## config.mk

```make
export PLATFORM = sky130hd
export DESIGN_NAME = tiled_floyd_steinberg_dither_unit
export DESIGN_NICKNAME = d
export VERILOG_FILES = /design/src/sv/tfsd_pkg.sv /design/src/sv/tfsd_front.sv /design/src/sv/tfsd_queue.sv /design/src/sv/tfsd_back.sv /design/src/sv/tiled_floyd_steinberg_dither_unit.sv
export VERILOG_INCLUDE_DIRS = /design/src /design/src/sv
export SDC_FILE = /design/constraint.sdc
export NUM_CORES = 2
export LEC_CHECK = 0
export ABC_CLOCK_PERIOD_IN_PS = 13520
export BUFFER_PORTS_ARGS = -buffer_cell sky130_fd_sc_hd__buf_2
export CAP_MARGIN = 0
export CORE_MARGIN = 8
export CORE_UTILIZATION = 35
export CTS_CLUSTER_DIAMETER = 60
export DETAILED_ROUTE_END_ITERATION = 8
export HOLD_SLACK_MARGIN = 0.08
export SLEW_MARGIN = 0
export SYNTH_ARGS = -nofsm -noshare
export SYNTH_HDL_FRONTEND = slang
export SYNTH_HIERARCHICAL = 1
export SYNTH_SLANG_ARGS = --single-unit
export TNS_END_PERCENT = 30
```

## constraint.sdc

```tcl
create_clock -name clock -period 13.52 [get_ports clock]
set_clock_uncertainty 0.2 [all_clocks]
set_input_delay 0.676 -clock clock [delete_from_list [all_inputs] [get_ports clock]]
set_output_delay 0.676 -clock clock [all_outputs]
set_load 0.03 [all_outputs]
```

## src/sv/tiled_floyd_steinberg_dither_unit_macros.svh

```systemverilog
// assertion macros shared by the tiled dither unit rtl
// expects a clock named clock and a synchronous reset named reset in scope
`ifndef TILED_FLOYD_STEINBERG_DITHER_UNIT_MACROS_SVH
`define TILED_FLOYD_STEINBERG_DITHER_UNIT_MACROS_SVH

// same-cycle implication
`define TFSD_CHECK_NOW(lbl, ante, cons, msg) \
   lbl: assert property (@(posedge clock) disable iff (reset) (ante) |-> (cons)) \
      else $error(msg);

// next-cycle implication
`define TFSD_CHECK_NEXT(lbl, ante, cons, msg) \
   lbl: assert property (@(posedge clock) disable iff (reset) (ante) |=> (cons)) \
      else $error(msg);

`endif

```

## src/sv/tfsd_pkg.sv

```systemverilog
// types, constants and per-channel dither arithmetic for the tiled dither unit
// no dependencies
`timescale 1ns / 1ps
`default_nettype none

package tfsd_pkg;

   localparam int LEVEL_W    = 8;
   localparam int CSR_W      = 7;
   localparam int ACC_W      = 13;
   localparam int E_W        = 9;
   localparam int WANT_W     = 10;
   localparam int MIN_TILE   = 2;
   localparam int TILE_RESET = 8;
   localparam int Q_DEPTH    = 2;
   localparam int Q_PTR_W    = 1;
   localparam int Q_CNT_W    = 2;

   localparam logic signed [WANT_W-1:0] THRESH_LEVEL = 10'sd127;
   localparam logic signed [WANT_W-1:0] FULL_LEVEL   = 10'sd255;

   typedef struct packed {
      logic [LEVEL_W-1:0] gray_level;
      logic [LEVEL_W-1:0] alpha_level;
   } req_item_type;

   typedef struct packed {
      logic bw_pixel;
      logic opaque_bit;
      logic tile_done;
   } rsp_item_type;

   typedef struct packed {
      logic first_col;
      logic last_col;
      logic first_row;
      logic tile_done;
   } tile_flags_type;

   typedef struct packed {
      req_item_type   pix;
      tile_flags_type flags;
   } q_item_type;

   typedef struct packed {
      logic signed [ACC_W-1:0] gray;
      logic signed [ACC_W-1:0] alpha;
   } err_pair_type;

   typedef struct packed {
      logic signed [E_W-1:0] gray;
      logic signed [E_W-1:0] alpha;
   } e_pair_type;

   typedef struct packed {
      logic                  bit_out;
      logic signed [E_W-1:0] err;
   } dith_type;

   function automatic logic signed [ACC_W-1:0] sext_err(input logic signed [E_W-1:0] e);
      sext_err = $signed({{(ACC_W-E_W){e[E_W-1]}}, e});
   endfunction

   // level plus 1/16 of accumulated error, truncated toward zero, then threshold
   function automatic dith_type dither_ch(
      input logic [LEVEL_W-1:0]      level,
      input logic signed [ACC_W-1:0] prev_row,
      input logic signed [E_W-1:0]   eprev
   );
      logic signed [ACC_W-1:0]  ext;
      logic signed [ACC_W-1:0]  sum;
      logic signed [ACC_W-1:0]  biased;
      logic signed [ACC_W-1:0]  quot;
      logic signed [WANT_W-1:0] want;
      dith_type                 res;
      ext    = sext_err(eprev);
      sum    = prev_row + (ext <<< 3) - ext;
      biased = sum + (sum[ACC_W-1] ? ACC_W'(15) : ACC_W'(0));
      quot   = biased >>> 4;
      want   = $signed(quot[WANT_W-1:0] + {{(WANT_W-LEVEL_W){1'b0}}, level});
      res.bit_out = (want > THRESH_LEVEL);
      if (res.bit_out) begin
         res.err = E_W'(want - FULL_LEVEL);
      end else begin
         res.err = E_W'(want);
      end
      return res;
   endfunction

endpackage

`default_nettype wire

```

## src/sv/tfsd_front.sv

```systemverilog
// front part: takes pixels, tracks tile position, tags each transaction
// with row and column flags; holds the tile size register; uses tfsd_pkg
`timescale 1ns / 1ps
`default_nettype none

module tfsd_front import tfsd_pkg::*; #(
   parameter int MAX_TILE = 64
) (
   input  logic               clock,
   input  logic               reset,
   input  logic               req_push,
   input  req_item_type       req_item,
   output logic               req_full,
   input  logic               csr_valid,
   output logic               csr_ready,
   input  logic [CSR_W-1:0]   csr_wdata,
   output logic               q_push,
   output q_item_type         q_item,
   input  logic               q_full
);

   localparam int COL_W = $clog2(MAX_TILE);
   localparam int RST_EDGE = (TILE_RESET > MAX_TILE) ? MAX_TILE : TILE_RESET;
   localparam logic [COL_W-1:0] LAST_RST = COL_W'(RST_EDGE - 1);

   logic [COL_W-1:0] last_ff, last_in;
   logic [COL_W-1:0] col_ff, col_in;
   logic [COL_W-1:0] row_ff, row_in;
   logic [COL_W-1:0] wr_last;
   logic             accept;
   tile_flags_type   flags;

   always_comb begin
      if (csr_wdata < CSR_W'(MIN_TILE)) begin
         wr_last = COL_W'(MIN_TILE - 1);
      end else if (32'(csr_wdata) > MAX_TILE) begin
         wr_last = COL_W'(MAX_TILE - 1);
      end else begin
         wr_last = COL_W'(csr_wdata - CSR_W'(1));
      end
   end

   always_comb begin
      csr_ready       = 1'b1;
      req_full        = q_full;
      accept          = req_push && !q_full;
      flags.first_col = (col_ff == '0);
      flags.last_col  = (col_ff == last_ff);
      flags.first_row = (row_ff == '0);
      flags.tile_done = flags.last_col && (row_ff == last_ff);
      q_push          = accept;
      q_item.pix      = req_item;
      q_item.flags    = flags;
      last_in         = last_ff;
      col_in          = col_ff;
      row_in          = row_ff;
      if (csr_valid) begin
         last_in = wr_last;
         col_in  = '0;
         row_in  = '0;
      end else if (accept) begin
         if (flags.last_col) begin
            col_in = '0;
            row_in = flags.tile_done ? '0 : row_ff + COL_W'(1);
         end else begin
            col_in = col_ff + COL_W'(1);
         end
      end
   end

   always_ff @(posedge clock) begin
      if (reset) begin
         last_ff <= LAST_RST;
         col_ff  <= '0;
         row_ff  <= '0;
      end else begin
         last_ff <= last_in;
         col_ff  <= col_in;
         row_ff  <= row_in;
      end
   end

endmodule

`default_nettype wire

```

## src/sv/tfsd_queue.sv

```systemverilog
// short queue between the front and back parts
// uses tfsd_pkg for the transaction type and depth
`timescale 1ns / 1ps
`default_nettype none

module tfsd_queue import tfsd_pkg::*; (
   input  logic       clock,
   input  logic       reset,
   input  logic       push,
   input  q_item_type push_item,
   output logic       full,
   input  logic       pop,
   output q_item_type pop_item,
   output logic       valid
);

   q_item_type         slot_ff [Q_DEPTH];
   logic [Q_PTR_W-1:0] wr_ptr_ff, wr_ptr_in;
   logic [Q_PTR_W-1:0] rd_ptr_ff, rd_ptr_in;
   logic [Q_CNT_W-1:0] count_ff, count_in;
   logic               do_push, do_pop;

   always_comb begin
      full      = (count_ff == Q_CNT_W'(Q_DEPTH));
      valid     = (count_ff != '0);
      pop_item  = slot_ff[rd_ptr_ff];
      do_push   = push && !full;
      do_pop    = pop && valid;
      wr_ptr_in = do_push ? wr_ptr_ff + Q_PTR_W'(1) : wr_ptr_ff;
      rd_ptr_in = do_pop ? rd_ptr_ff + Q_PTR_W'(1) : rd_ptr_ff;
      count_in  = count_ff;
      if (do_push && !do_pop) begin
         count_in = count_ff + Q_CNT_W'(1);
      end else if (do_pop && !do_push) begin
         count_in = count_ff - Q_CNT_W'(1);
      end
   end

   always_ff @(posedge clock) begin
      if (reset) begin
         wr_ptr_ff <= '0;
         rd_ptr_ff <= '0;
         count_ff  <= '0;
      end else begin
         wr_ptr_ff <= wr_ptr_in;
         rd_ptr_ff <= rd_ptr_in;
         count_ff  <= count_in;
      end
   end

   always_ff @(posedge clock) begin
      if (do_push) begin
         slot_ff[wr_ptr_ff] <= push_item;
      end
   end

endmodule

`default_nettype wire

```

## src/sv/tfsd_back.sv

```systemverilog
// back part: error line memory, dither arithmetic and result register
// uses tfsd_pkg and the assertion macros header
`timescale 1ns / 1ps
`default_nettype none
`include "tiled_floyd_steinberg_dither_unit_macros.svh"

module tfsd_back import tfsd_pkg::*; #(
   parameter int MAX_TILE = 64
) (
   input  logic         clock,
   input  logic         reset,
   input  q_item_type   q_item,
   input  logic         q_valid,
   output logic         q_pop,
   output rsp_item_type rsp_item,
   output logic         rsp_empty,
   input  logic         rsp_pop
);

   localparam int COL_W = $clog2(MAX_TILE);

   err_pair_type     mem [MAX_TILE];
   err_pair_type     rd_ff, fwd_data_ff;
   logic             fwd_ff;
   logic             s1_valid_ff, s1_valid_in;
   q_item_type       s1_item_ff;
   logic [COL_W-1:0] s1_col_ff;
   logic [COL_W-1:0] rd_addr, wr_addr;
   logic             load, advance, wr_en;
   err_pair_type     wr_data, prev_row;
   err_pair_type     p_ff, p_in, q_ff, q_in, tail_ff, tail_in;
   e_pair_type       eprev_ff, e_use;
   dith_type         g_res, a_res;
   logic signed [ACC_W-1:0] ext_g, ext_a;
   logic             out_valid_ff, out_valid_in;
   rsp_item_type     out_ff, out_in;

   always_comb begin
      advance     = s1_valid_ff && (!out_valid_ff || rsp_pop);
      load        = q_valid && (!s1_valid_ff || advance);
      q_pop       = load;
      rd_addr     = q_item.flags.first_col ? '0 : s1_col_ff + COL_W'(1);
      s1_valid_in = load || (s1_valid_ff && !advance);

      // error carried down from the previous row, zero on the first row
      if (s1_item_ff.flags.first_row) begin
         prev_row = '0;
      end else if (s1_item_ff.flags.last_col) begin
         prev_row = tail_ff;
      end else if (fwd_ff) begin
         prev_row = fwd_data_ff;
      end else begin
         prev_row = rd_ff;
      end
      e_use = s1_item_ff.flags.first_col ? '0 : eprev_ff;

      g_res = dither_ch(s1_item_ff.pix.gray_level, prev_row.gray, e_use.gray);
      a_res = dither_ch(s1_item_ff.pix.alpha_level, prev_row.alpha, e_use.alpha);
      ext_g = sext_err(g_res.err);
      ext_a = sext_err(a_res.err);

      // 3/16 closes the column to the left, 5/16 and 1/16 stay in flight
      wr_data.gray  = p_ff.gray + (ext_g <<< 1) + ext_g;
      wr_data.alpha = p_ff.alpha + (ext_a <<< 1) + ext_a;
      wr_en         = advance && !s1_item_ff.flags.first_col;
      wr_addr       = s1_col_ff - COL_W'(1);
      p_in.gray     = (s1_item_ff.flags.first_col ? '0 : q_ff.gray) + (ext_g <<< 2) + ext_g;
      p_in.alpha    = (s1_item_ff.flags.first_col ? '0 : q_ff.alpha) + (ext_a <<< 2) + ext_a;
      q_in.gray     = ext_g;
      q_in.alpha    = ext_a;
      tail_in       = s1_item_ff.flags.last_col ? p_in : tail_ff;

      out_in.bw_pixel   = g_res.bit_out && a_res.bit_out;
      out_in.opaque_bit = a_res.bit_out;
      out_in.tile_done  = s1_item_ff.flags.tile_done;
      out_valid_in      = advance || (out_valid_ff && !rsp_pop);
      rsp_item          = out_ff;
      rsp_empty         = !out_valid_ff;
   end

   always_ff @(posedge clock) begin
      if (reset) begin
         s1_valid_ff  <= 1'b0;
         out_valid_ff <= 1'b0;
      end else begin
         s1_valid_ff  <= s1_valid_in;
         out_valid_ff <= out_valid_in;
      end
   end

   always_ff @(posedge clock) begin
      if (load) begin
         s1_item_ff  <= q_item;
         s1_col_ff   <= rd_addr;
         rd_ff       <= mem[rd_addr];
         fwd_ff      <= wr_en && (wr_addr == rd_addr);
         fwd_data_ff <= wr_data;
      end
   end

   always_ff @(posedge clock) begin
      if (wr_en) begin
         mem[wr_addr] <= wr_data;
      end
   end

   always_ff @(posedge clock) begin
      if (advance) begin
         eprev_ff.gray  <= g_res.err;
         eprev_ff.alpha <= a_res.err;
         p_ff           <= p_in;
         q_ff           <= q_in;
         tail_ff        <= tail_in;
         out_ff         <= out_in;
      end
   end

   `TFSD_CHECK_NEXT(a_result_follows_compute, advance, out_valid_ff,
      "computed pixel did not reach the result register")
   `TFSD_CHECK_NOW(a_done_only_on_last_col, advance && s1_item_ff.flags.tile_done,
      s1_item_ff.flags.last_col, "tile end flagged off the last column")
   `TFSD_CHECK_NOW(a_row_spans_two_cols, advance && s1_item_ff.flags.last_col,
      !s1_item_ff.flags.first_col, "row shorter than two pixels")
   `TFSD_CHECK_NEXT(a_err_in_range, advance,
      (eprev_ff.gray <= 127) && (eprev_ff.gray >= -127) &&
      (eprev_ff.alpha <= 127) && (eprev_ff.alpha >= -127),
      "quantization error out of range")

endmodule

`default_nettype wire

```

## src/sv/tiled_floyd_steinberg_dither_unit.sv

```systemverilog
// Tiled Floyd-Steinberg dither unit: 8-bit gray and alpha pixels in, one
// bit each out, gray forced black where alpha dithers to transparent.
// Pixels of each square tile arrive in raster order, tile after tile; the
// error rows restart at every tile. The unit takes one pixel per clock while
// the queue has room and the result register is free or being popped; each
// pixel passes through the queue, the stage register and the result register,
// and its error is fed back through a register to its right neighbor; one
// error line memory of MAX_TILE entries carries the error to the next row.
// Writing the tile size (clamped to 2..MAX_TILE) restarts the tile.
// Uses tfsd_pkg, tfsd_front, tfsd_queue and tfsd_back.
`timescale 1ns / 1ps
`default_nettype none

module tiled_floyd_steinberg_dither_unit import tfsd_pkg::*; #(
   parameter int MAX_TILE = 64
) (
   input  logic             clock,
   input  logic             reset,
   input  logic             req_push,
   input  req_item_type     req_item,
   output logic             req_full,
   output logic             rsp_empty,
   input  logic             rsp_pop,
   output rsp_item_type     rsp_item,
   input  logic             csr_valid,
   output logic             csr_ready,
   input  logic [CSR_W-1:0] csr_wdata
);

   logic       q_push, q_full, q_valid, q_pop;
   q_item_type q_in_item, q_out_item;

   tfsd_front #(
      .MAX_TILE (MAX_TILE)
   ) u_front (
      .clock     (clock),
      .reset     (reset),
      .req_push  (req_push),
      .req_item  (req_item),
      .req_full  (req_full),
      .csr_valid (csr_valid),
      .csr_ready (csr_ready),
      .csr_wdata (csr_wdata),
      .q_push    (q_push),
      .q_item    (q_in_item),
      .q_full    (q_full)
   );

   tfsd_queue u_queue (
      .clock     (clock),
      .reset     (reset),
      .push      (q_push),
      .push_item (q_in_item),
      .full      (q_full),
      .pop       (q_pop),
      .pop_item  (q_out_item),
      .valid     (q_valid)
   );

   tfsd_back #(
      .MAX_TILE (MAX_TILE)
   ) u_back (
      .clock     (clock),
      .reset     (reset),
      .q_item    (q_out_item),
      .q_valid   (q_valid),
      .q_pop     (q_pop),
      .rsp_item  (rsp_item),
      .rsp_empty (rsp_empty),
      .rsp_pop   (rsp_pop)
   );

endmodule

`default_nettype wire

```

==> results.sh <==
export IMPL_synth_cells=4957
export IMPL_path_clk_slew_ns=0.06
export IMPL_hp_class="input port to register"
export IMPL_antenna_found_initial=5
export IMPL_cp_required_ns=13.85
export IMPL_synth_area_leaders="edfxtp_1 (70%), mux4_2 (5.9%), o21ai_0 (3.6%)"
export IMPL_vias=44200
export IMPL_fillCellCount=20300
export IMPL_outcome="complete, no violations"
export IMPL_report_final_slew_viol_count=0
export IMPL_preCtsSetupSlack_ns=3.15
export IMPL_crit_start="u_back/fwd_ff"
export IMPL_synth_area_per_cell_um2=16.0
export IMPL_cp_max_fo=65
export IMPL_wl_mm=205
export IMPL_clkLatencyLatePin_ns=0.83
export IMPL_grt_pass1_wl_mm=300
export IMPL_maxCapViolations=0
export IMPL_grt_max_degree=158
export IMPL_syn_area_um2=79200
export IMPL_ys_types=89
export IMPL_rows=174
export IMPL_drt_iter0_markers=4587
export IMPL_floorplan_initialDensity_pct=35.2
export IMPL_setup_ws_ns=3.09
export IMPL_hold_violations=0
export IMPL_crit_arrival_ns=10.76
export IMPL_hpwl_mm=114
export IMPL_slowest_stage="fa_4"
export IMPL_overflow=0
export IMPL_rsz0062_at_grt="false"
export IMPL_postLayoutCoreUtil_pct=39.9
export IMPL_reg2regPathDepth=39
export IMPL_synth_ff_type="edfxtp_1"
export IMPL_core_area_um2=225000
export IMPL_die_w_um=492
export IMPL_rr_startpoint="u_back/fwd_ff"
export IMPL_final_setup_viol_count=0
export IMPL_die_area_um2=242000
export IMPL_synth_edf_count=1856
export IMPL_via_per_inst=5.39
export IMPL_max_clock_freq_mhz=95.9
export IMPL_port_buffers=32
export IMPL_die_y_um=492
export IMPL_critPathMaxStageDelay_ns=0.55
export IMPL_synthToLayoutAreaGrowth_pct=13.4
export IMPL_cts_setup_buffers=0
export IMPL_synth_top_area_share_pct=70.4
export IMPL_grt_pass1_vias=44100
export IMPL_critPathLaunchType="register"
export IMPL_synth_area_leader_cell="edfxtp_1"
export IMPL_reg2reg_to="u_back/mem[45][11]"
export IMPL_cpMostUsedCell="a21oi_1"
export IMPL_clockBufferDepth=3
export IMPL_wl_per_cell_um=25.0
export IMPL_track_usage_pct=16.4
export IMPL_worst_pin_slew_ns=1.31
export IMPL_min_period_ns=10.43
export IMPL_root_buffer="clkbuf_16"
export IMPL_cts_made_buffers=185
export IMPL_globalplace_congestion=0.819
export IMPL_drtAntennaViolNets=0
export IMPL_cts_tree="yes"
export IMPL_num_io_pins=34
export IMPL_reg2reg_setup_slack_ns=3.09
export IMPL_drt_pass1_iterations=7
export IMPL_htree_num_levels=4
export IMPL_synth_seq_cells=1881
export IMPL_async_reset_ff_share_pct=0
export IMPL_crit_path_end="u_back/mem[45][11]"
export IMPL_crit_type="register to register"
export IMPL_finalNetCount=5242
export IMPL_drc_errors=0
export IMPL_yosys_warnings=6
export IMPL_synthesis_nets=5150
export IMPL_ys_seq_area_share_pct=71.0
export IMPL_drive_gt1_share_pct=15.7
export IMPL_tns_ns=0
export IMPL_crit_path_end_kind="register"
export IMPL_clkSinkCount=1881
export IMPL_period_share_pct=77.2
export IMPL_slew_headroom_pct=12.2
[placed cells by master (no fill, tap or decap), types with 72 or more instances in the layout]
master	Yosys	routed
edfxtp_1	1856	1856
nand3_1	129	129
o211ai_1	161	161
buf_4	19	139
a311oi_1	79	72
mux2i_1	242	242
ha_1	139	135
inv_1	125	123
nand2_1	279	279
xnor2_1	91	74
nor2_1	209	141
clkbuf_16	0	189
a21oi_1	95	93
o21ai_0	564	564
mux4_2	208	208
[Yosys cell counts, drive strengths merged, types with 9 or more instances]
library cell,instances
and3,9
clkbuf,207
a21o,35
o21bai,24
dfxtp,25
fa,26
mux2,24
a21oi,97
nand2b,46
o21a,15
nor4,9
mux2i,243
nor3,26
buf,88
nor2,211
o21ai,571
nand2,282
and2,9
a31oi,33
xnor2,102
inv,130
nor2b,23
o211ai,162
ha,139
a311oi,79
xor2,63
mux4,208
edfxtp,1856
or2,11
nand3,130
[layout make-up]
cell class                 count  area, um2  area share [%]
inverter                     131        505           0.563
tap                         2992       3740            4.17
sequential                  1881      56200            62.6
timing repair buffer         200       1530            1.71
multi-input combinational   2650      21700            24.2
clock buffer                 228       4890            5.44
antenna                        3       7.51         0.00836
clock inverter               116       1170            1.30
[flip-flops by register name, summed over array words and instances, names as in the netlist, 18 cells and up, named ones only]
name,count
u_back/eprev_ff,18
u_back/s1_item_ff,19
u_back/tail_ff,26
u_back/fwd_data_ff,26
u_queue/slot_ff,40
u_back/p_ff,26
u_back/mem,1664
u_back/rd_ff,26
[kinds of logic after synthesis]
group                    count (synthesis)  share of synthesized area (%)
AO/OA/AOI/OAI                         1061                           8.18
adder cells (fa/ha/maj)                165                           2.85
XOR/XNOR                               165                           1.97
AND/OR/NAND/NOR                        783                           4.50
other                                    1                        0.00473
flip-flops                            1881                           71.0
multiplexers                           475                           9.34
buffers and inverters                  426                           2.17
[metrics by stage]
| step | hold WS, ns | std cells | area (um2) |
|---|---|---|---|
| finish | 0.144 | 8201 | 89800 |
| global route | 0.119 | 8198 | 89800 |
| CTS | 0.0835 | 8198 | 89800 |
| detailed placement | 0.221 | 7829 | 83500 |
| global placement | 0.211 | 7829 | 83500 |
| floorplan | 0.200 | 4957 | 79200 |
[per-layer routing]
| metal | track usage [%] | routed length, um | vias up |
|---|---|---|---|
| met1 | 22.3 | 86600 | 22900 |
| met3 | 3.05 | 14900 | 322 |
| met4 | 4.90 | 6380 | 0 |
| met2 | 26.8 | 96800 | 1549 |
| met5 | 0 | 0 | - |
| li1 | - | - | 19500 |
[worst min path at each step]
| stage | from | slack, ns | to | cells after the start |
|---|---|---|---|---|
| 3_3_place_gp | u_back/out_in[0] | 0.21 | u_back/rsp_item[0] | 0 |
| 6_report | csr_wdata[3] | 0.14 | u_front/last_ff[3] | 3 |
| 4_1_cts | csr_wdata[3] | 0.08 | u_front/last_ff[3] | 3 |
| 5_1_grt | csr_wdata[3] | 0.12 | u_front/last_ff[3] | 3 |
| 3_5_place_dp | u_back/out_in[0] | 0.22 | u_back/rsp_item[0] | 0 |
| 2_1_floorplan | u_back/out_in[0] | 0.20 | u_back/rsp_item[0] | 0 |
[timing repair]
action	CTS	global route
endpoints found under the setup margin	0	0
hold buffers	25	0
endpoints found under the hold margin	44	0
gates resized for setup	0	0
[worst max-delay path: cells and delay by family, from the launching register on]
kind	cells	cell delay [ns]
compound gates	14	2.99
fa+ha+maj	6	2.34
xor+xnor	5	1.40
buf+inv	5	1.17
simple gates	7	0.85
flops	1	0.54
mux	2	0.52
Power is not shown: default switching activity piles up to over one toggle a cycle in this logic, so the estimate is an artifact.
